**config.mk**
```make
export PLATFORM = sky130hd
export DESIGN_NAME = bmp24_to_argb_stream_flat
export DESIGN_NICKNAME = d
export VERILOG_FILES = /design/src/b2a_pkg.sv /design/src/b2a_in_if.sv /design/src/b2a_out_if.sv /design/src/b2a_front.sv /design/src/b2a_back.sv /design/src/bmp24_to_argb_stream.sv /design/src/flat_wrapper.sv
export SDC_FILE = /design/constraint.sdc
export NUM_CORES = 1
export LEC_CHECK = 0
export BUFFER_PORTS_ARGS = -buffer_cell sky130_fd_sc_hd__buf_2
export CAP_MARGIN = 20
export CORE_ASPECT_RATIO = 0.9
export CORE_UTILIZATION = 55
export CTS_CLUSTER_DIAMETER = 100
export DETAILED_ROUTE_END_ITERATION = 7
export GPL_ROUTABILITY_DRIVEN = 0
export PLACE_DENSITY = 0.72
export SLEW_MARGIN = 25
export SYNTH_ARGS = -nofsm -noshare
export SYNTH_HDL_FRONTEND = slang
export SYNTH_SLANG_ARGS = --single-unit
```
**constraint.sdc**
```tcl
create_clock -name clk -period 13.6 [get_ports clk]
set_clock_uncertainty 0.15 [all_clocks]
set_input_delay 0.68 -clock clk [delete_from_list [all_inputs] [get_ports clk]]
set_output_delay 0.68 -clock clk [all_outputs]
set_load 0.01 [all_outputs]
```
**src/b2a_pkg.sv**
```systemverilog
// ----------------------------------------------------------------------------
// b2a_pkg: shared types and constants for the BMP to ARGB stream converter
// Holds the dimension limit, field widths, header offsets, result codes and
// the structs passed between the parse stage and the output stage.
// ----------------------------------------------------------------------------
`default_nettype none

package b2a_pkg;

  // Largest accepted image width or height.
  localparam int MAX_DIM    = 4096;
  // Bits needed for a column/row counter that can also hold MAX_DIM itself.
  localparam int DIM_W      = $clog2(MAX_DIM + 1);
  localparam int PROD_W     = 2 * DIM_W;

  localparam int BYTE_W     = 8;
  localparam int WORD_W     = 16;
  localparam int IDX_W      = 25;
  localparam int POS_W      = 32;

  // BMP header layout.
  localparam int HEADER_LEN = 54;
  localparam int OFS_POS    = 10;
  localparam int COLS_POS   = 18;
  localparam int ROWS_POS   = 22;
  localparam int FIELD_LEN  = 4;

  localparam logic [WORD_W-1:0] ARGB_ALPHA = 16'h8000;
  localparam logic [3:0]        NIB_BLACK  = 4'hC;

  localparam logic [1:0] PH_BLUE  = 2'd0;
  localparam logic [1:0] PH_GREEN = 2'd1;
  localparam logic [1:0] PH_RED   = 2'd2;

  typedef enum logic [1:0] {
    KIND_PIXEL        = 2'd0,
    KIND_END_OK       = 2'd1,
    KIND_END_SHORT    = 2'd2,
    KIND_END_OVERSIZE = 2'd3
  } kind_t;

  // Pending work left by one accepted byte: at most a pixel word and an end.
  typedef struct packed {
    logic               pix;
    logic               fin;
    logic               mode;
    kind_t              fin_kind;
    logic [DIM_W-1:0]   flip;
    logic [DIM_W-1:0]   rows;
    logic [DIM_W-1:0]   cols;
    logic [DIM_W-1:0]   col;
    logic [WORD_W-1:0]  word;
  } ev_t;

  // Which pending result the output stage takes this cycle.
  typedef struct packed {
    logic pix;
    logic fin;
  } pop_t;

endpackage

`default_nettype wire

```
**src/b2a_in_if.sv**
```systemverilog
// ----------------------------------------------------------------------------
// b2a_in_if: byte input channel
// Carries one file byte and its end-of-file marker with valid/ready.
// ----------------------------------------------------------------------------
`default_nettype none

interface b2a_in_if import b2a_pkg::*; ();
  logic              valid;
  logic              ready;
  logic [BYTE_W-1:0] file_byte;
  logic              is_last;

  modport source (output valid, output file_byte, output is_last, input ready);
  modport sink   (input valid, input file_byte, input is_last, output ready);
endinterface

`default_nettype wire

```
**src/b2a_out_if.sv**
```systemverilog
// ----------------------------------------------------------------------------
// b2a_out_if: result channel
// Carries one pixel word or end result with valid/ready.
// ----------------------------------------------------------------------------
`default_nettype none

interface b2a_out_if import b2a_pkg::*; ();
  logic              valid;
  logic              ready;
  logic [1:0]        kind;
  logic [IDX_W-1:0]  word_index;
  logic [WORD_W-1:0] word;

  modport source (output valid, output kind, output word_index, output word, input ready);
  modport sink   (input valid, input kind, input word_index, input word, output ready);
endinterface

`default_nettype wire

```
**src/b2a_front.sv**
```systemverilog
// ----------------------------------------------------------------------------
// b2a_front: header capture and pixel assembly
// Tracks the byte position, captures the header fields, groups B,G,R bytes,
// packs pixel words and registers the pending results of each byte.
// ----------------------------------------------------------------------------
`default_nettype none

module b2a_front import b2a_pkg::*; (
  input  wire logic  clk,
  input  wire logic  rst_n,
  input  wire logic  cfg_we,
  input  wire logic  cfg_wdata,
  b2a_in_if.sink     in_ch,
  input  wire pop_t  pop,
  output ev_t        ev
);

  logic                fmt_r;
  logic [POS_W-1:0]    pos_r, pos_nxt;
  logic [POS_W-1:0]    ofs_r, ofs_nxt;
  logic [POS_W-1:0]    cols_r, cols_nxt;
  logic [POS_W-1:0]    rows_r, rows_nxt;
  logic [1:0]          phase_r, phase_nxt;
  logic [BYTE_W-1:0]   blue_r, blue_nxt;
  logic [BYTE_W-1:0]   green_r, green_nxt;
  logic [DIM_W-1:0]    col_r, col_nxt;
  logic [DIM_W-1:0]    row_r, row_nxt;
  logic [3:0]          pair_r, pair_nxt;
  ev_t                 ev_r, ev_nxt, ev_new;

  logic [POS_W-1:0]    start;
  logic                oversize;
  logic                active;
  logic                acc;
  logic [BYTE_W-1:0]   b;
  logic [3:0]          nib;
  logic [DIM_W-1:0]    col_inc;

  // The event register may take a new byte once everything in it is delivered.
  assign in_ch.ready = !(ev_r.pix && !pop.pix) && !(ev_r.fin && !pop.fin);
  assign acc         = in_ch.valid && in_ch.ready;
  assign ev          = ev_r;
  assign b           = in_ch.file_byte;

  assign start    = (ofs_r < POS_W'(HEADER_LEN)) ? POS_W'(HEADER_LEN) : ofs_r;
  assign oversize = (cols_r > POS_W'(MAX_DIM)) || (rows_r > POS_W'(MAX_DIM));
  assign active   = (pos_r >= start) && !oversize && (cols_r != '0) &&
                    (row_r < rows_r[DIM_W-1:0]);
  assign nib      = (b[7] | green_r[7] | blue_r[7]) ?
                    {1'b0, b[7], green_r[7], blue_r[7]} : NIB_BLACK;
  assign col_inc  = col_r + DIM_W'(1);

  always_comb begin
    pos_nxt   = (pos_r == '1) ? pos_r : pos_r + POS_W'(1);
    ofs_nxt   = ofs_r;
    cols_nxt  = cols_r;
    rows_nxt  = rows_r;
    phase_nxt = phase_r;
    blue_nxt  = blue_r;
    green_nxt = green_r;
    col_nxt   = col_r;
    row_nxt   = row_r;
    pair_nxt  = pair_r;

    ev_new          = '0;
    ev_new.mode     = fmt_r;
    ev_new.fin_kind = KIND_END_OK;
    ev_new.flip     = rows_r[DIM_W-1:0] - DIM_W'(1) - row_r;
    ev_new.rows     = rows_r[DIM_W-1:0];
    ev_new.cols     = cols_r[DIM_W-1:0];
    ev_new.col      = col_r;

    for (int k = 0; k < FIELD_LEN; k++) begin
      if (pos_r == POS_W'(OFS_POS + k)) begin
        ofs_nxt[BYTE_W*k +: BYTE_W] = ofs_r[BYTE_W*k +: BYTE_W] | b;
      end
      if (pos_r == POS_W'(COLS_POS + k)) begin
        cols_nxt[BYTE_W*k +: BYTE_W] = cols_r[BYTE_W*k +: BYTE_W] | b;
      end
      if (pos_r == POS_W'(ROWS_POS + k)) begin
        rows_nxt[BYTE_W*k +: BYTE_W] = rows_r[BYTE_W*k +: BYTE_W] | b;
      end
    end

    if (active) begin
      case (phase_r)
        PH_BLUE: begin
          blue_nxt  = b;
          phase_nxt = PH_GREEN;
        end
        PH_GREEN: begin
          green_nxt = b;
          phase_nxt = PH_RED;
        end
        default: begin
          phase_nxt = PH_BLUE;
          if (!fmt_r) begin
            ev_new.pix  = 1'b1;
            ev_new.word = ARGB_ALPHA |
                          {1'b0, b[7:3], green_r[7:3], blue_r[7:3]};
          end else if (!col_r[0]) begin
            pair_nxt = nib;
          end else begin
            ev_new.pix  = 1'b1;
            ev_new.word = {8'h00, nib, pair_r};
          end
          if (col_inc >= cols_r[DIM_W-1:0]) begin
            col_nxt = '0;
            row_nxt = row_r + DIM_W'(1);
          end else begin
            col_nxt = col_inc;
          end
        end
      endcase
    end

    if (in_ch.is_last) begin
      ev_new.fin = 1'b1;
      // The byte count after this byte is below the header length.
      if (pos_r < POS_W'(HEADER_LEN - 1)) begin
        ev_new.fin_kind = KIND_END_SHORT;
      end else if (oversize) begin
        ev_new.fin_kind = KIND_END_OVERSIZE;
      end else begin
        ev_new.fin_kind = KIND_END_OK;
      end
      pos_nxt   = '0;
      ofs_nxt   = '0;
      cols_nxt  = '0;
      rows_nxt  = '0;
      phase_nxt = PH_BLUE;
      blue_nxt  = '0;
      green_nxt = '0;
      col_nxt   = '0;
      row_nxt   = '0;
      pair_nxt  = '0;
    end
  end

  always_comb begin
    if (acc) begin
      ev_nxt = ev_new;
    end else begin
      ev_nxt     = ev_r;
      ev_nxt.pix = ev_r.pix && !pop.pix;
      ev_nxt.fin = ev_r.fin && !pop.fin;
    end
  end

  always_ff @(posedge clk) begin
    if (!rst_n) begin
      fmt_r   <= 1'b0;
      pos_r   <= '0;
      ofs_r   <= '0;
      cols_r  <= '0;
      rows_r  <= '0;
      phase_r <= PH_BLUE;
      blue_r  <= '0;
      green_r <= '0;
      col_r   <= '0;
      row_r   <= '0;
      pair_r  <= '0;
      ev_r.pix <= 1'b0;
      ev_r.fin <= 1'b0;
    end else begin
      if (cfg_we) begin
        fmt_r <= cfg_wdata;
      end
      if (acc) begin
        pos_r   <= pos_nxt;
        ofs_r   <= ofs_nxt;
        cols_r  <= cols_nxt;
        rows_r  <= rows_nxt;
        phase_r <= phase_nxt;
        blue_r  <= blue_nxt;
        green_r <= green_nxt;
        col_r   <= col_nxt;
        row_r   <= row_nxt;
        pair_r  <= pair_nxt;
      end
      ev_r <= ev_nxt;
    end
  end

endmodule

`default_nettype wire

```
**src/b2a_back.sv**
```systemverilog
// ----------------------------------------------------------------------------
// b2a_back: index computation and result register
// Forms the row-flipped index or word count with one multiplier and holds
// the result until the receiver takes it.
// ----------------------------------------------------------------------------
`default_nettype none

module b2a_back import b2a_pkg::*; (
  input  wire logic  clk,
  input  wire logic  rst_n,
  input  wire ev_t   ev,
  output pop_t       pop,
  b2a_out_if.source  out_ch
);

  logic               out_vld_r, out_vld_nxt;
  logic [1:0]         kind_r;
  logic [IDX_W-1:0]   idx_r, idx_nxt;
  logic [WORD_W-1:0]  word_r;
  logic               take;
  logic [DIM_W-1:0]   mul_a;
  logic [PROD_W-1:0]  prod;
  logic [PROD_W-1:0]  idx_full;

  assign take    = !out_vld_r || out_ch.ready;
  // The pixel word of a byte always leaves before its end result.
  assign pop.pix = take && ev.pix;
  assign pop.fin = take && ev.fin && !ev.pix;

  assign mul_a = ev.pix ? ev.flip : ev.rows;
  assign prod  = PROD_W'(mul_a) * PROD_W'(ev.cols);

  always_comb begin
    if (ev.pix) begin
      idx_full = ev.mode ? (prod >> 1) + PROD_W'(ev.col >> 1) : prod + PROD_W'(ev.col);
    end else if (ev.fin_kind == KIND_END_OK) begin
      idx_full = ev.mode ? (prod >> 1) : prod;
    end else begin
      idx_full = '0;
    end
    idx_nxt = IDX_W'(idx_full);
  end

  always_comb begin
    if (pop.pix || pop.fin) begin
      out_vld_nxt = 1'b1;
    end else if (out_ch.ready) begin
      out_vld_nxt = 1'b0;
    end else begin
      out_vld_nxt = out_vld_r;
    end
  end

  always_ff @(posedge clk) begin
    if (!rst_n) begin
      out_vld_r <= 1'b0;
    end else begin
      out_vld_r <= out_vld_nxt;
    end
  end

  always_ff @(posedge clk) begin
    if (pop.pix) begin
      kind_r <= KIND_PIXEL;
      idx_r  <= idx_nxt;
      word_r <= ev.word;
    end else if (pop.fin) begin
      kind_r <= ev.fin_kind;
      idx_r  <= idx_nxt;
      word_r <= '0;
    end
  end

  assign out_ch.valid      = out_vld_r;
  assign out_ch.kind       = kind_r;
  assign out_ch.word_index = idx_r;
  assign out_ch.word       = word_r;

endmodule

`default_nettype wire

```
**src/bmp24_to_argb_stream.sv**
```systemverilog
// ----------------------------------------------------------------------------
// bmp24_to_argb_stream: 24-bit BMP byte stream to ARGB pixel words
// Parses the BMP header, converts B,G,R pixels to ARGB1555 words or packed
// ARGB1111 bytes, and tags each with a row-flipped memory index.
// ----------------------------------------------------------------------------
// Usage: the file enters on in_ch one byte per transaction, with is_last set
// on its final byte. Results leave on out_ch: a pixel word (kind 0) with its
// row-flipped index, and on the final byte one end result carrying the word
// count or an error code (header too short, or dimensions above MAX_DIM).
// cfg_we/cfg_wdata set the output format (0 ARGB1555, 1 ARGB1111 pairs); it
// should only be changed between transactions while no result is pending.
// Timing: the edge that accepts a byte loads the event register, and its
// result moves into the result register once that register is free, which
// raises out_ch.valid. Throughput is one byte per cycle while the receiver
// takes results; a final byte that also completes a pixel holds the input
// until both of its results have left through the single result register.
// After a synchronous reset (rst_n low) the parser waits for byte 0 of a new
// file and the format is ARGB1555; the end of every file clears the parser
// the same way. When the receiver stalls, the result register holds. Bytes
// that produce no result keep flowing; the first one that does waits in the
// event register, and in_ch.ready stays low until the receiver takes the
// held result.
// ----------------------------------------------------------------------------
`default_nettype none

module bmp24_to_argb_stream import b2a_pkg::*; (
  input  wire logic  clk,
  input  wire logic  rst_n,
  input  wire logic  cfg_we,
  input  wire logic  cfg_wdata,
  b2a_in_if.sink     in_ch,
  b2a_out_if.source  out_ch
);

  ev_t  ev;
  pop_t pop;

  // Header capture, pixel grouping and packing.
  b2a_front u_front (
    .clk       (clk),
    .rst_n     (rst_n),
    .cfg_we    (cfg_we),
    .cfg_wdata (cfg_wdata),
    .in_ch     (in_ch),
    .pop       (pop),
    .ev        (ev)
  );

  // Index multiply and the result register.
  b2a_back u_back (
    .clk    (clk),
    .rst_n  (rst_n),
    .ev     (ev),
    .pop    (pop),
    .out_ch (out_ch)
  );

  // The output stage never takes two pending results in one cycle.
  a_pop_single: assert property (@(posedge clk) disable iff (!rst_n)
    !(pop.pix && pop.fin))
    else $error("pixel and end result taken together");

  // An end result only leaves once the pixel of the same byte has gone.
  a_pix_first: assert property (@(posedge clk) disable iff (!rst_n)
    pop.fin |-> (ev.fin && !ev.pix))
    else $error("end result overtook its pixel word");

  // Every accepted final byte leaves an end result pending.
  a_last_fin: assert property (@(posedge clk) disable iff (!rst_n)
    (in_ch.valid && in_ch.ready && in_ch.is_last) |=> ev.fin)
    else $error("final byte without a pending end result");

  // A packed ARGB1111 pair only occupies the low byte.
  a_pair_byte: assert property (@(posedge clk) disable iff (!rst_n)
    (ev.pix && ev.mode) |-> (ev.word[15:8] == 8'h00))
    else $error("ARGB1111 word spills into the high byte");

endmodule

`default_nettype wire
```
**src/flat_wrapper.sv**
```systemverilog
// flat-port wrapper written by rule: the top's interface ports become plain ports
module bmp24_to_argb_stream_flat import b2a_pkg::*;
  (clk, rst_n, cfg_we, cfg_wdata, in_ch_valid, in_ch_file_byte, in_ch_is_last, in_ch_ready, out_ch_valid, out_ch_kind, out_ch_word_index, out_ch_word, out_ch_ready);
  b2a_in_if in_ch_i ();
  b2a_out_if out_ch_i ();
  input  wire logic clk;
  input  wire logic rst_n;
  input  wire logic cfg_we;
  input  wire logic cfg_wdata;
  input wire logic [$bits(in_ch_i.valid)-1:0] in_ch_valid;
  input wire logic [$bits(in_ch_i.file_byte)-1:0] in_ch_file_byte;
  input wire logic [$bits(in_ch_i.is_last)-1:0] in_ch_is_last;
  output wire logic [$bits(in_ch_i.ready)-1:0] in_ch_ready;
  output wire logic [$bits(out_ch_i.valid)-1:0] out_ch_valid;
  output wire logic [$bits(out_ch_i.kind)-1:0] out_ch_kind;
  output wire logic [$bits(out_ch_i.word_index)-1:0] out_ch_word_index;
  output wire logic [$bits(out_ch_i.word)-1:0] out_ch_word;
  input wire logic [$bits(out_ch_i.ready)-1:0] out_ch_ready;
  assign in_ch_i.valid = in_ch_valid;
  assign in_ch_i.file_byte = in_ch_file_byte;
  assign in_ch_i.is_last = in_ch_is_last;
  assign in_ch_ready = in_ch_i.ready;
  assign out_ch_valid = out_ch_i.valid;
  assign out_ch_kind = out_ch_i.kind;
  assign out_ch_word_index = out_ch_i.word_index;
  assign out_ch_word = out_ch_i.word;
  assign out_ch_i.ready = out_ch_ready;
  bmp24_to_argb_stream u_core (.clk(clk), .rst_n(rst_n), .cfg_we(cfg_we), .cfg_wdata(cfg_wdata), .in_ch(in_ch_i), .out_ch(out_ch_i));
endmodule
```
; ---- After elaboration in Yosys (flattened, before gate mapping)
; Index checks and enable logic that the tools add are counted.
; Widths: inputs -> output; s select.
[classes]
multipliers = 1
order_cmp = 7
shift = 0
n_reduce_logical = 63
n_eq_ne = 18
n_div = 0
n_bitwise = 15
muxes = 65
n_addsub = 7
[ops]
columns = cell, count
row1 = $eq 32x5->1 const B, 8
row2 = $mux 32, 6
row3 = $mux 8, 19
row4 = $mux 25, 6
row5 = $eq 32x4->1 const B, 4
row6 = $mux 13, 9
row7 = $or 8x8->8, 12
row8 = $mux 16, 5
row9 = $mux 73, 1
row10 = $gt 32x13->1 const B, 2
row11 = $lt 32x6->1 const B, 2
row12 = $reduce_bool 2->1, 19
row13 = $add 32x1->32 const B, 1
row14 = $eq 32x32->1 const B, 1
row15 = $ge 32x32->1, 1
row16 = $reduce_bool 32->1, 1
row17 = $reduce_and 2->1, 15
row18 = $add 13x1->13 const B, 2
row19 = $mul 13x13->26, 1
row20 = $add 25x12->25, 1
row21 = $add 25x13->25, 1
row22 = $mux 4, 6
row23 = $ge 13x13->1, 1
row24 = $lt 13x13->1, 1
row25 = other kinds (19), 51
[word_totals]
n_memories = 0
wordCells = 209
romBits = 0
input_bits = 15
ram_bits = 0
reg_bits = 294
latchBits = 0
output_inout_bits = 45

; ---- Depth between registers and ports, before layout
; Gate-level depths: netlist of run 1.
[depth]
word_depth = 10
ltp_mapped = 31
mapped_depth_nobuf = 27

; ---- Cells and area by module
; Synthesis of run 1 repeated with hierarchy kept, for this count alone.
[hier_totals]
cells_unflattened = 2321
hier_area_um2 = 20940.1
[modules_own_cells]
columns = mod, seq_area_each_um2, area_each_um2, cells_each, n_inst
row1 = b2a_front, 5595.4, 11359.6, 1202, 1
row2 = b2a_back, 1291.2, 9580.4, 1119, 1

; ---- Worst setup path before layout of run 1
; OpenSTA, ideal clock, no wires.
[synth_timing]
path_type = reg-to-reg
startpoint = register u_core.u_front.ev_r, in the netlist u_core.u_front.ev[72]
endpoint = register u_core.u_back.idx_r[20], in the netlist u_core.u_back.out_ch.word_index[20] (data pin)
stages_incl_launch_ff = 31
setup_time_ns = 0.275
required_ns = 13.175
arrival_time_ns = 7.285
slack_ns = 5.890
path_cell_list = dfxtp_1 clkbuf_1 buf_1 mux2_2 clkbuf_1 and2_1 fa_1 inv_1 fa_1 inv_1 fa_1 inv_1 fa_1 fa_1 inv_1 ha_1 a21oi_1 o21ai_2 xor2_1 ha_1 clkbuf_1 nand4_1 nor2_1 a21oi_1 nor3_1 a21oi_1 nor4b_2 nand2_1 xnor2_1 a22oi_1 o211ai_1
[synth_between]
elab_chain_cells = 7
[synth_rtl]
columns = item, line_no
row1 = start: declaration, b2a_front.sv:29  ; ev_t ev_r, ev_nxt, ev_new;
row2 = start signal: assignment, b2a_front.sv:181  ; ev_r <= ev_nxt;
row3 = $mux 13, b2a_back.sv:30  ; assign mul_a = ev.pix ? ev.flip : ev.rows;
row4 = $mul 13x13->26, b2a_back.sv:31  ; assign prod = PROD_W'(mul_a) * PROD_W'(ev.cols);
row5 = "$add 25x13->25, or another cell as far along", b2a_back.sv:35  ; idx_full = ev.mode ? (prod >> 1) + PROD_W'(ev.col >> 1) : prod + PROD_W'(ev.col);
row6 = $mux 25 (on tied branches), "b2a_back.sv:35, b2a_back.sv:36"
row7 = $mux 25 (*), b2a_back.sv:34  ; if (ev.pix) begin
row8 = via u_core.u_back.idx_full[20], b2a_back.sv:23  ; logic [PROD_W-1:0] idx_full;
row9 = $mux 25, b2a_back.sv:67  ; end else if (pop.fin) begin
row10 = $mux 25 (*), b2a_back.sv:63  ; if (pop.pix) begin
row11 = end signal: assignment, b2a_back.sv:65  ; idx_r <= idx_nxt;
row12 = end signal: assignment, b2a_back.sv:69  ; idx_r <= idx_nxt;
row13 = end: declaration, b2a_back.sv:18  ; logic [IDX_W-1:0] idx_r, idx_nxt;
; The timed path passes the listed nets; every way through them passes the cells marked *. The select of a mux whose other input is x is not followed.
; A chain may end at the register's enable or synchronous reset.

; ---- Worst setup path after layout of run 1
; Same ends and word-level chain as after synthesis.

==> impl_metrics.ini, run 1 <==
[run_status]
status = finished, final reports clean

[placement]
placedCellCount = 2728
numPortBuffers = 59
post-dp-hpwl_um = 35800

[global_route]
grt_usage_pct = 26.2
grt_pass1_vias = 16200
grt_first_pass_wirelength_um = 80600
grt_max_degree = 98
antenna_found_initial = 0
overflow = 0

[setup_path]
reg2reg_slack_ns = 5.46
crit_buf_inv = 5
r2r_start = u_core.u_front.ev[72]
reg2reg_depth = 27
critical_path_arrival_ns = 8.28
slowest_stage = nor4b_2
crit_fanout = 64
crit_family = adder cells
worstPathRequired_ns = 13.74
startpoint = u_core.u_front.ev[72]
start_kind = flop
critPathMaxStageDelay_ns = 0.56
critPathMostFrequentCell = fa_1
crit_path_end_kind = flop
r2r-end = u_core.u_back.out_ch.word_index[20]
critPathKind = flop to flop

[clock_tree]
cts_max_level = 1
clk_transition_reported_paths_ns = 0.06
clk_latency_ns = 0.61
root_buffer = clkbuf_16
numCtsBuffers = 30
cts_setup_buffers = 0
cts_resized = 0
clock_path_buffers = 3
cts_tree = built
numClockSinks = 288
hold_buffers = 0

[synth]
synth-simple-area-share_pct = 18.4
async_flop_share_pct = 0
syn_nets = 2584
syn_area_sq_um = 20500
synth_top_family_by_area = adder cells
yosys_register_bits = 288
synthMuxAreaShare_pct = 1.50
ys_warn_count = 0
synth.avg_cell_area_sq_um = 8.98
synthAdderAreaFrac_pct = 21.8
synth_ff_type = dfxtp_1
synth_compound_area_share_pct = 12.6
synth.distinct_cells = 87
synth_edf_count = 112
synth-xor-area-share_pct = 5.21
synthCells = 2285
ys_seq_area_share_pct = 33.5

[worst_hold_path]
whs_path_depth = 3
hold_path_end = u_core.u_front.fmt_r
hold_path_class = input port to flop
min_from = cfg_wdata

[sta]
max_freq_mhz = 123
final.setup.tns_ns = 0
worst_pin_slew_ns = 0.985
grt_setup_unrepaired = no
fin_crit_ns = 8.14
finalCritPeriodShare_pct = 59.9
slew_violations = 0
finalHoldViolations = 0
setup_viol_count_final = 0
maxSlewHeadroom_pct = 34.3

[die]
rows = 66
die_w_um = 206
start_util_pct = 56.4
die_h_um = 185
die-area_sq_um = 38100
core-area_sq_um = 36400
ios = 60

[power_and_ir_drop]
ir_worst_vdd_uv = 208
power_leakage_nw = 9.45
p_per_area_nw_per_um2 = 210

[finish]
drive_gt1_share_pct = 7.24
fin_cells = 2784
final_nets = 2583
antenna_cells = 0
syn_to_final_growth_pct = 8.51

[detailed_routing]
wire_per_inst_um = 17.5
dr.pass1.iters = 7
routed_via_density = 5.77
drt-total-wl_um = 48600
drc = 0
drt_iter0_drc = 1311
num_vias = 16100
antenna_left = 0

[run]
maxCapViolations = 0
==> routing by layer <==
| metal | global-route usage [%] | share of wire (%) | up-vias |
|---|---|---|---|
| met3 | 2.76 | 4.8 | 120 |
| met1 | 34.8 | 44 | 7761 |
| met4 | 9.66 | 3.3 | 0 |
| met5 | 0 | 0 | - |
| met2 | 44.1 | 48 | 478 |
| li1 | - | - | 7694 |
==> cells in the mapped netlist, types with 14 or more instances <==
library cell | number | area (sq um)
clkbuf_1 | 82 | 308
and2_1 | 99 | 619
edfxtp_1 | 112 | 3360
ha_1 | 160 | 2000
nor3_1 | 17 | 85.1
nor2_1 | 212 | 796
xor2_1 | 44 | 385
nand3_1 | 52 | 260
a21oi_1 | 180 | 901
o21ai_1 | 15 | 75.1
inv_1 | 273 | 1020
o21ai_0 | 69 | 345
nand2_1 | 227 | 852
nand4_1 | 34 | 213
dfxtp_1 | 176 | 3520
o211ai_1 | 16 | 120
mux2_2 | 14 | 158
and3_1 | 28 | 175
xnor2_1 | 67 | 587
nor2b_1 | 18 | 113
nor4_1 | 34 | 213
fa_1 | 124 | 2480
a21o_1 | 30 | 225
mux2i_1 | 15 | 150
==> registers in the layout (all words and copies together), names as in the netlist, 5 cells and up <==
register / cells
u_core.u_front.blue_r: 5
u_core.u_front.ev: 73
u_core.u_front.ofs_r: 32
u_core.u_front.col_r: 13
u_core.u_front.cols_r: 32
u_core.u_back.out_ch.word: 16
u_core.u_front.green_r: 5
u_core.u_front.rows_r: 32
u_core.u_back.out_ch.word_index: 25
u_core.u_front.row_r: 13
u_core.u_front.pos_r: 32
==> worst max path at each step <==
stage / endpoint / depth (start not counted) / slack, ns
2_1_floorplan: u_core.u_back.out_ch.word_index[20] / 30 / 5.89
3_3_place_gp: u_core.u_back.out_ch.word_index[20] / 27 / 5.73
3_5_place_dp: u_core.u_back.out_ch.word_index[20] / 27 / 5.56
4_1_cts: u_core.u_back.out_ch.word_index[20] / 27 / 5.49
5_1_grt: u_core.u_back.out_ch.word_index[20] / 27 / 4.98
6_report: u_core.u_back.out_ch.word_index[20] / 27 / 5.46
==> logic make-up (layout without fill, tap and decap cells) <==
family | Yosys count | in the layout
muxes | 29 | 29
AOI/OAI and AO/OA | 419 | 419
xor gates and xnor gates | 117 | 117
DFF | 288 | 288
and+or+nand+nor | 776 | 776
buffers and inverters | 372 | 395
adders and majority gates | 284 | 284
==> worst reg2reg max path, stage by stage (launching register included) <==
cell and delay (ns):
dfxtp_2 0.31, buf_4 0.54, mux2_2 0.52, and2_1 0.21, fa_1 0.53, inv_1 0.06
fa_1 0.53, inv_1 0.05, fa_1 0.51, inv_1 0.05, fa_1 0.46, fa_1 0.54
inv_1 0.04, ha_1 0.34, o211ai_1 0.12, o21ai_2 0.25, xor2_1 0.16, ha_1 0.45
nand4_1 0.14, nor2_1 0.16, a21oi_1 0.09, nor3_1 0.30, a21oi_1 0.17, nor4b_2 0.56
nand2_1 0.16, xnor2_1 0.16, a22oi_1 0.17, o211ai_1 0.11
==> per-stage QoR <==
stage	hold slack (ns)	util, %	total power (W)	instance area, sq um	setup WS (ns)
2_1_floorplan	0.279	-	0.00315	20500	5.89
3_3_place_gp	0.294	57.9	0.00366	21100	5.73
3_5_place_dp	0.306	57.9	0.00371	21100	5.56
4_1_cts	0.191	61.1	0.00467	22300	5.49
5_1_grt	0.252	61.2	0.00506	22300	4.98
6_report	0.204	61.2	0.00468	22300	5.46
==> cell type report <==
type | count | area (sq um)
clock inverter | 18 | 314
multi-input combinational | 1625 | 12200
timing repair buffer | 66 | 348
clock buffer | 38 | 855
fill | 3127 | 14100
tap | 476 | 596
inverter | 273 | 1020
sequential | 288 | 6890
==> report_power, final <==
group	internal, W	leakage (nW)	switching [W]
sequential	0.000937	2.47	0.0000244
clock	0.000583	0.558	0.000365
combinational	0.00107	6.42	0.00170
==> placed cells by master (no fill, tap or decap), drive strengths merged, types with 7 or more instances in the layout <==
cell and count:
a21o 30, a21boi 9, a211oi 9, and2 103, and4 9, o21bai 10
nand4 34, mux2 14, a21oi 181, nand3 52, o22ai 10, bufinv 7
nor4 38, o211ai 16, xor2 46, buf 66, nor2b 18, edfxtp 112
o21ai 85, ha 160, nor3 17, fa 124, mux2i 15, a31oi 9
a221oi 7, xnor2 71, clkbuf 38, dfxtp 176, nand2 228, or3 10
nor2 213, a22o 7, and3 28, inv 275, o21a 8, nand2b 8
(Power assumes the default switching activity.)
==> inputs of run 2 (changes only) <==
--- a/config.mk
+++ b/config.mk
@@ -12,7 +12,7 @@
 export CTS_CLUSTER_DIAMETER = 100
 export DETAILED_ROUTE_END_ITERATION = 7
 export GPL_ROUTABILITY_DRIVEN = 0
-export PLACE_DENSITY = 0.72
+export PLACE_DENSITY = 0.75
 export SLEW_MARGIN = 25
 export SYNTH_ARGS = -nofsm -noshare
 export SYNTH_HDL_FRONTEND = slang
==> constraint.sdc (replaced) <==
create_clock -name clk -period 6.7 [get_ports clk]
set_clock_uncertainty 0.15 [all_clocks]
set_input_delay 0.335 -clock clk [delete_from_list [all_inputs] [get_ports clk]]
set_output_delay 0.335 -clock clk [all_outputs]
set_load 0.01 [all_outputs]
==> impl_metrics.ini, run 2 (synthesis results as in run 1) <==
[run_status]
status = finished, violations left
violations = negative setup slack

[setup_path]
start_kind = flop
r2r_start = u_core.u_front.ev[72]
crit_buf_inv = 7
crit_fanout = 7
slowest_stage = fa_1
path_depth = 29
cp-endpoint = u_core.u_back.out_ch.word_index[22]
critPathMaxStageDelay_ns = 0.51
crit_family = adder cells
reg2reg_slack_ns = -0.13
r2r-end = u_core.u_back.out_ch.word_index[22]
worstPathRequired_ns = 6.84
critPathKind = flop to flop
crit_path_end_kind = flop
startpoint = u_core.u_front.ev[72]
critical_path_arrival_ns = 6.97
reg2reg_depth = 29
critPathMostFrequentCell = fa_1

[sta]
setup_viol_count_final = 6
slew_violations = 0
maxSlewHeadroom_pct = 38.9
worst_pin_slew_ns = 0.917
grt_setup_unrepaired = yes
fin_crit_ns = 6.83
max_freq_mhz = 146
finalHoldViolations = 0
finalCritPeriodShare_pct = 102
final.setup.worst_slack_ns = -0.132

[detailed_routing]
drt_iter0_drc = 1328
drc = 0
dr.pass1.iters = 6
wire_per_inst_um = 17.5
drt-total-wl_um = 50900
num_vias = 16700
antenna_left = 0
routed_via_density = 5.76

[worst_hold_path]
hold_path_class = input port to flop
whs_path_depth = 3

[clock_tree]
clk_latency_ns = 0.57
numClockSinks = 288
numCtsBuffers = 29
clock_path_buffers = 3
cts_max_level = 1
root_buffer = clkbuf_16
cts_tree = built
clk_transition_reported_paths_ns = 0.07

[finish]
final_common_cell = inv_1
stdcell_area_sq_um = 23600
final_cell_mix = inv_1, nand2_1, nor2_1
syn_to_final_growth_pct = 15.1
drive_gt1_share_pct = 15.3
final_nets = 2703
antenna_cells = 0
largest_register_ffs = 73

[power_and_ir_drop]
p_seq_share_pct = 15.6
power_leakage_nw = 10.1
clkPwrFrac_pct = 12.5
ir_worst_vdd_uv = 639
p_sw_share_pct = 43.1
p_sw_w = 0.00540
internal_power_w = 0.00713
comb_power_share_pct = 71.9
p_per_area_nw_per_um2 = 531
total_power_w = 0.0125

[die]
core-area_sq_um = 36400
rows = 66
die_h_um = 185
die_w_um = 206
start_util_pct = 56.4
ios = 60
die-area_sq_um = 38100

[placement]
numPortBuffers = 59
post-dp-hpwl_um = 36800
dpl-instance-area_sq_um = 21900

[run]
maxCapViolations = 0

[global_route]
grt_usage_pct = 26.4
antenna_found_initial = 0
overflow = 0
grt_pass1_vias = 16900
grt_first_pass_wirelength_um = 81300
grt_max_degree = 72
## run 2: repair_timing
item                                    CTS  global route
buffers inserted                         14            14
hold buffers                              2             0
pin swaps                                24            80
resized for setup                        34            79
endpoints found under the hold margin     1             0
endpoints found under the setup margin   12            16
## run 2: worst min-delay path by stage
stage | endpoint | start | slack [ns]
after global placement | u_core.u_front.ofs_r[0] | u_core.u_front.ofs_r[0] | 0.29
final | u_core.u_front.cols_r[18] | in_ch_file_byte[2] | 0.1
after global routing | u_core.u_front.cols_r[0] | in_ch_file_byte[0] | 0.1
after floorplan | u_core.u_front.ofs_r[0] | u_core.u_front.ofs_r[0] | 0.28
after CTS | u_core.u_front.rows_r[10] | in_ch_file_byte[2] | 0.07
after detailed placement | u_core.u_front.ofs_r[0] | u_core.u_front.ofs_r[0] | 0.30
## run 2: metal layers
layer | share of wire [%] | GRT usage [%] | routed length (um) | vias to the layer above
met5 | 0 | 0 | 0 | -
met4 | 3.6 | 10.1 | 1810 | 0
met3 | 5.5 | 3.89 | 2820 | 140
met2 | 50 | 46.6 | 25300 | 553
met1 | 41 | 32.4 | 21000 | 8095
li1 | - | - | - | 7930
## run 2: through the flow
stage	setup TNS, ns	worst slack (ns)	std cells	util (%)	hold WS (ns)
after global placement	-0.0169	-0.0139	2819	60.1	0.293
after detailed placement	-0.939	-0.138	2819	60.1	0.301
after CTS	0	0.00497	2889	63.5	0.0668
final	-0.287	-0.132	2903	64.9	0.0971
after floorplan	-0.0123	-0.0123	2285	-	0.279
after global routing	-2.78	-0.425	2903	64.9	0.0959
## run 2: worst register-to-register path, delay by kind of cell, from the launching register on
| family | cells | cell delay, ns |
|---|---|---|
| mux | 1 | 0.36 |
| flops | 1 | 0.39 |
| compound gates | 7 | 1.12 |
| buf+inv | 7 | 0.57 |
| simple gates | 5 | 0.56 |
| fa+ha+maj | 7 | 2.97 |
| xor+xnor | 2 | 0.44 |
## run 2: layout make-up
class | count | area (sq um)
Clock inverter | 8 | 50.0
Fill cell | 2820 | 12800
Timing Repair Buffer | 187 | 1300
Tap cell | 476 | 596
Multi-Input combinational cell | 1625 | 12900
Sequential cell | 288 | 6890
Inverter | 273 | 1020
Clock buffer | 46 | 870
## run 2: power by group through the flow
stage          clock (W)  combinational, W  sequential (W)
3_5_place_dp           0           0.00717         0.00199
6_report         0.00157           0.00901         0.00195
2_1_floorplan          0           0.00478         0.00197
5_1_grt          0.00167           0.00973         0.00196
3_3_place_gp           0           0.00705         0.00199
4_1_cts          0.00159           0.00770         0.00195
==> inputs of run 3 (changes only) <==
--- a/config.mk
+++ b/config.mk
@@ -5,14 +5,14 @@
 export SDC_FILE = /design/constraint.sdc
 export NUM_CORES = 1
 export LEC_CHECK = 0
+export ABC_AREA = 1
 export BUFFER_PORTS_ARGS = -buffer_cell sky130_fd_sc_hd__buf_2
 export CAP_MARGIN = 20
 export CORE_ASPECT_RATIO = 0.9
 export CORE_UTILIZATION = 55
 export CTS_CLUSTER_DIAMETER = 100
 export DETAILED_ROUTE_END_ITERATION = 7
-export GPL_ROUTABILITY_DRIVEN = 0
-export PLACE_DENSITY = 0.75
+export PLACE_DENSITY = 0.74
 export SLEW_MARGIN = 25
 export SYNTH_ARGS = -nofsm -noshare
 export SYNTH_HDL_FRONTEND = slang
==> constraint.sdc (replaced) <==
create_clock -name clk -period 6.1 [get_ports clk]
set_clock_uncertainty 0.15 [all_clocks]
set_input_delay 0.305 -clock clk [delete_from_list [all_inputs] [get_ports clk]]
set_output_delay 0.305 -clock clk [all_outputs]
set_load 0.01 [all_outputs]
==> impl_metrics.ini, run 3 <==
[run_status]
status = finished, violations left
violations = negative setup slack

[clock_tree]
numClockSinks = 288
cts_tree = built
cts_max_level = 1
root_buffer = clkbuf_16
clock_path_buffers = 3
clk_transition_reported_paths_ns = 0.06
numCtsBuffers = 31
clk_latency_ns = 0.59

[sta]
slew_violations = 0
finalHoldViolations = 0
grt_setup_unrepaired = yes
max_freq_mhz = 157
final.setup.worst_slack_ns = -0.260
worst_pin_slew_ns = 0.989
fin_crit_ns = 6.36
maxSlewHeadroom_pct = 33.8
setup_viol_count_final = 15
finalCritPeriodShare_pct = 104

[global_route]
antenna_found_initial = 2
grt_first_pass_wirelength_um = 104000
grt_pass1_vias = 20200
grt_usage_pct = 31.2
grt_max_degree = 70
overflow = 0

[setup_path]
slowest_stage = fa_1
worstPathRequired_ns = 6.29
critPathMaxStageDelay_ns = 0.52
critical_path_arrival_ns = 6.55
crit_fanout = 6
crit_path_end_kind = flop
start_kind = flop
critPathKind = flop to flop

[finish]
final_common_cell = nand2_1
final_cell_mix = nand2_1, inv_1, nor2_1
multi_input_area_sq_um = 14400
drive_gt1_share_pct = 22.1
regArea_sq_um = 6890
fin_cells = 3752
antenna_cells = 0
fill_cells = 3243
largest_register_ffs = 73
syn_to_final_growth_pct = 22.8
final_nets = 3494

[synth]
async_flop_share_pct = 0
synth_top_family_by_area = simple AND/OR/NAND/NOR gates
synthMuxAreaShare_pct = 0
synthCells = 2928
yosys_register_bits = 288
synth_ff_type = dfxtp_1
synth_top_cell_by_area = dfxtp_1
syn_area_sq_um = 22300
synth_edf_count = 112
synth_top_area_share_pct = 15.8
synth_compound_area_share_pct = 10.7
yosysMostFrequentCell = nand2_1
synth-xor-area-share_pct = 2.79
syn_nets = 3227
synth_area_leaders = dfxtp_1, edfxtp_1, fa_1, nand2_1, ha_1
synth.distinct_cells = 58
ys_warn_count = 0
ys_seq_area_share_pct = 30.9
synth.avg_cell_area_sq_um = 7.60
synth-simple-area-share_pct = 25.1
synthAdderAreaFrac_pct = 20.2
synthTopCellsByCount = nand2_1, inv_1, nor2_1, a21oi_1, dfxtp_1

[placement]
numPortBuffers = 59
dp_slack_ns = -0.530
placedCellCount = 3634
post-dp-hpwl_um = 49600
finalWeightedCongestion = 1.01

[worst_hold_path]
hold_path_class = input port to flop

[die]
die-area_sq_um = 41300
ios = 60
start_util_pct = 56.0
rows = 69
die_h_um = 193
die_w_um = 214
core-area_sq_um = 39700

[detailed_routing]
antenna_left = 0
routed_via_density = 5.49
drc = 0
drt_iter0_drc = 1415
wire_per_inst_um = 17.4
num_vias = 20600
dr.pass1.iters = 5
drt-total-wl_um = 65200

[run]
maxCapViolations = 0

[power_and_ir_drop]
p_per_area_nw_per_um2 = 496
power_leakage_nw = 12.3
ir_worst_vdd_uv = 533
run 3: cells by family (layout without fill, tap and decap cells):
family,after synthesis,after routing
simple gates,1290,1290
buf+inv,587,879
compound gates,408,408
flops,288,288
fa+ha+maj,284,284
xor+xnor,71,71
run 3: area by class of cell:
type	instances	share of cell area, %
multi-input combinational	2053	52.8
sequential	288	25.2
timing repair buffer	313	8.80
inverter	508	7.06
clock buffer	42	3.26
tap	532	2.44
clock inverter	16	0.453
run 3: final timing paths:
check | start | end | slack [ns] | cells after the start
max | u_core.u_front.ev[72] | u_core.u_back.out_ch.word_index[24] | -0.26 | 37
min | in_ch_file_byte[5] | u_core.u_front.rows_r[29] | 0.03 | 3
max reg2reg | u_core.u_front.ev[72] | u_core.u_back.out_ch.word_index[24] | -0.26 | 37
min reg2reg | u_core.u_front.cols_r[8] | u_core.u_front.ev[37] | 0.28 | 0
run 3: per-stage QoR:
stage               utilization [%]  total power, W  instance area [sq um]  hold WS (ns)  TNS, ns
floorplan                         -         0.00635                  22500         0.258   -0.206
global route                   68.8          0.0144                  27300        0.0176    -7.22
CTS                            66.7          0.0120                  26500       0.00658    -2.17
detailed placement             61.9         0.00893                  24600         0.264    -7.74
finish                         68.8          0.0136                  27300        0.0312    -3.35
global placement               61.9         0.00882                  24600         0.264    -5.42
run 3: what timing repair did:
| action | CTS | global route |
|---|---|---|
| setup endpoints to repair | 19 | 20 |
| cloned | 1 | 0 |
| buffers inserted | 26 | 27 |
| hold buffers | 6 | 0 |
| hold endpoints to repair | 15 | 0 |
| pin swaps | 66 | 108 |
| gates resized for setup | 164 | 180 |
run 3: metal layers:
layer  share of wire (%)  global-route usage, %
met2                  49                   55.9
met3                 5.7                   3.66
met4                 4.0                   11.5
met1                  41                   38.8
met5                   0                      0
run 3: power breakdown:
part | total [W] | leakage, nW | switching (W) | internal, W
clock network | 0.00185 | 0.506 | 0.000785 | 0.00106
logic | 0.00955 | 9.35 | 0.00543 | 0.00412
registers | 0.00216 | 2.49 | 0.0000484 | 0.00211
run 3: worst max-delay path, delay by kind of cell, from the launching register on:
kind / cells / cell delay [ns]
XOR/XNOR: 1 / 0.19
adder cells (fa/ha/maj): 7 / 2.57
flip-flops: 1 / 0.38
AO/OA/AOI/OAI: 3 / 0.54
buffers and inverters: 12 / 1.22
AND/OR/NAND/NOR: 14 / 1.04
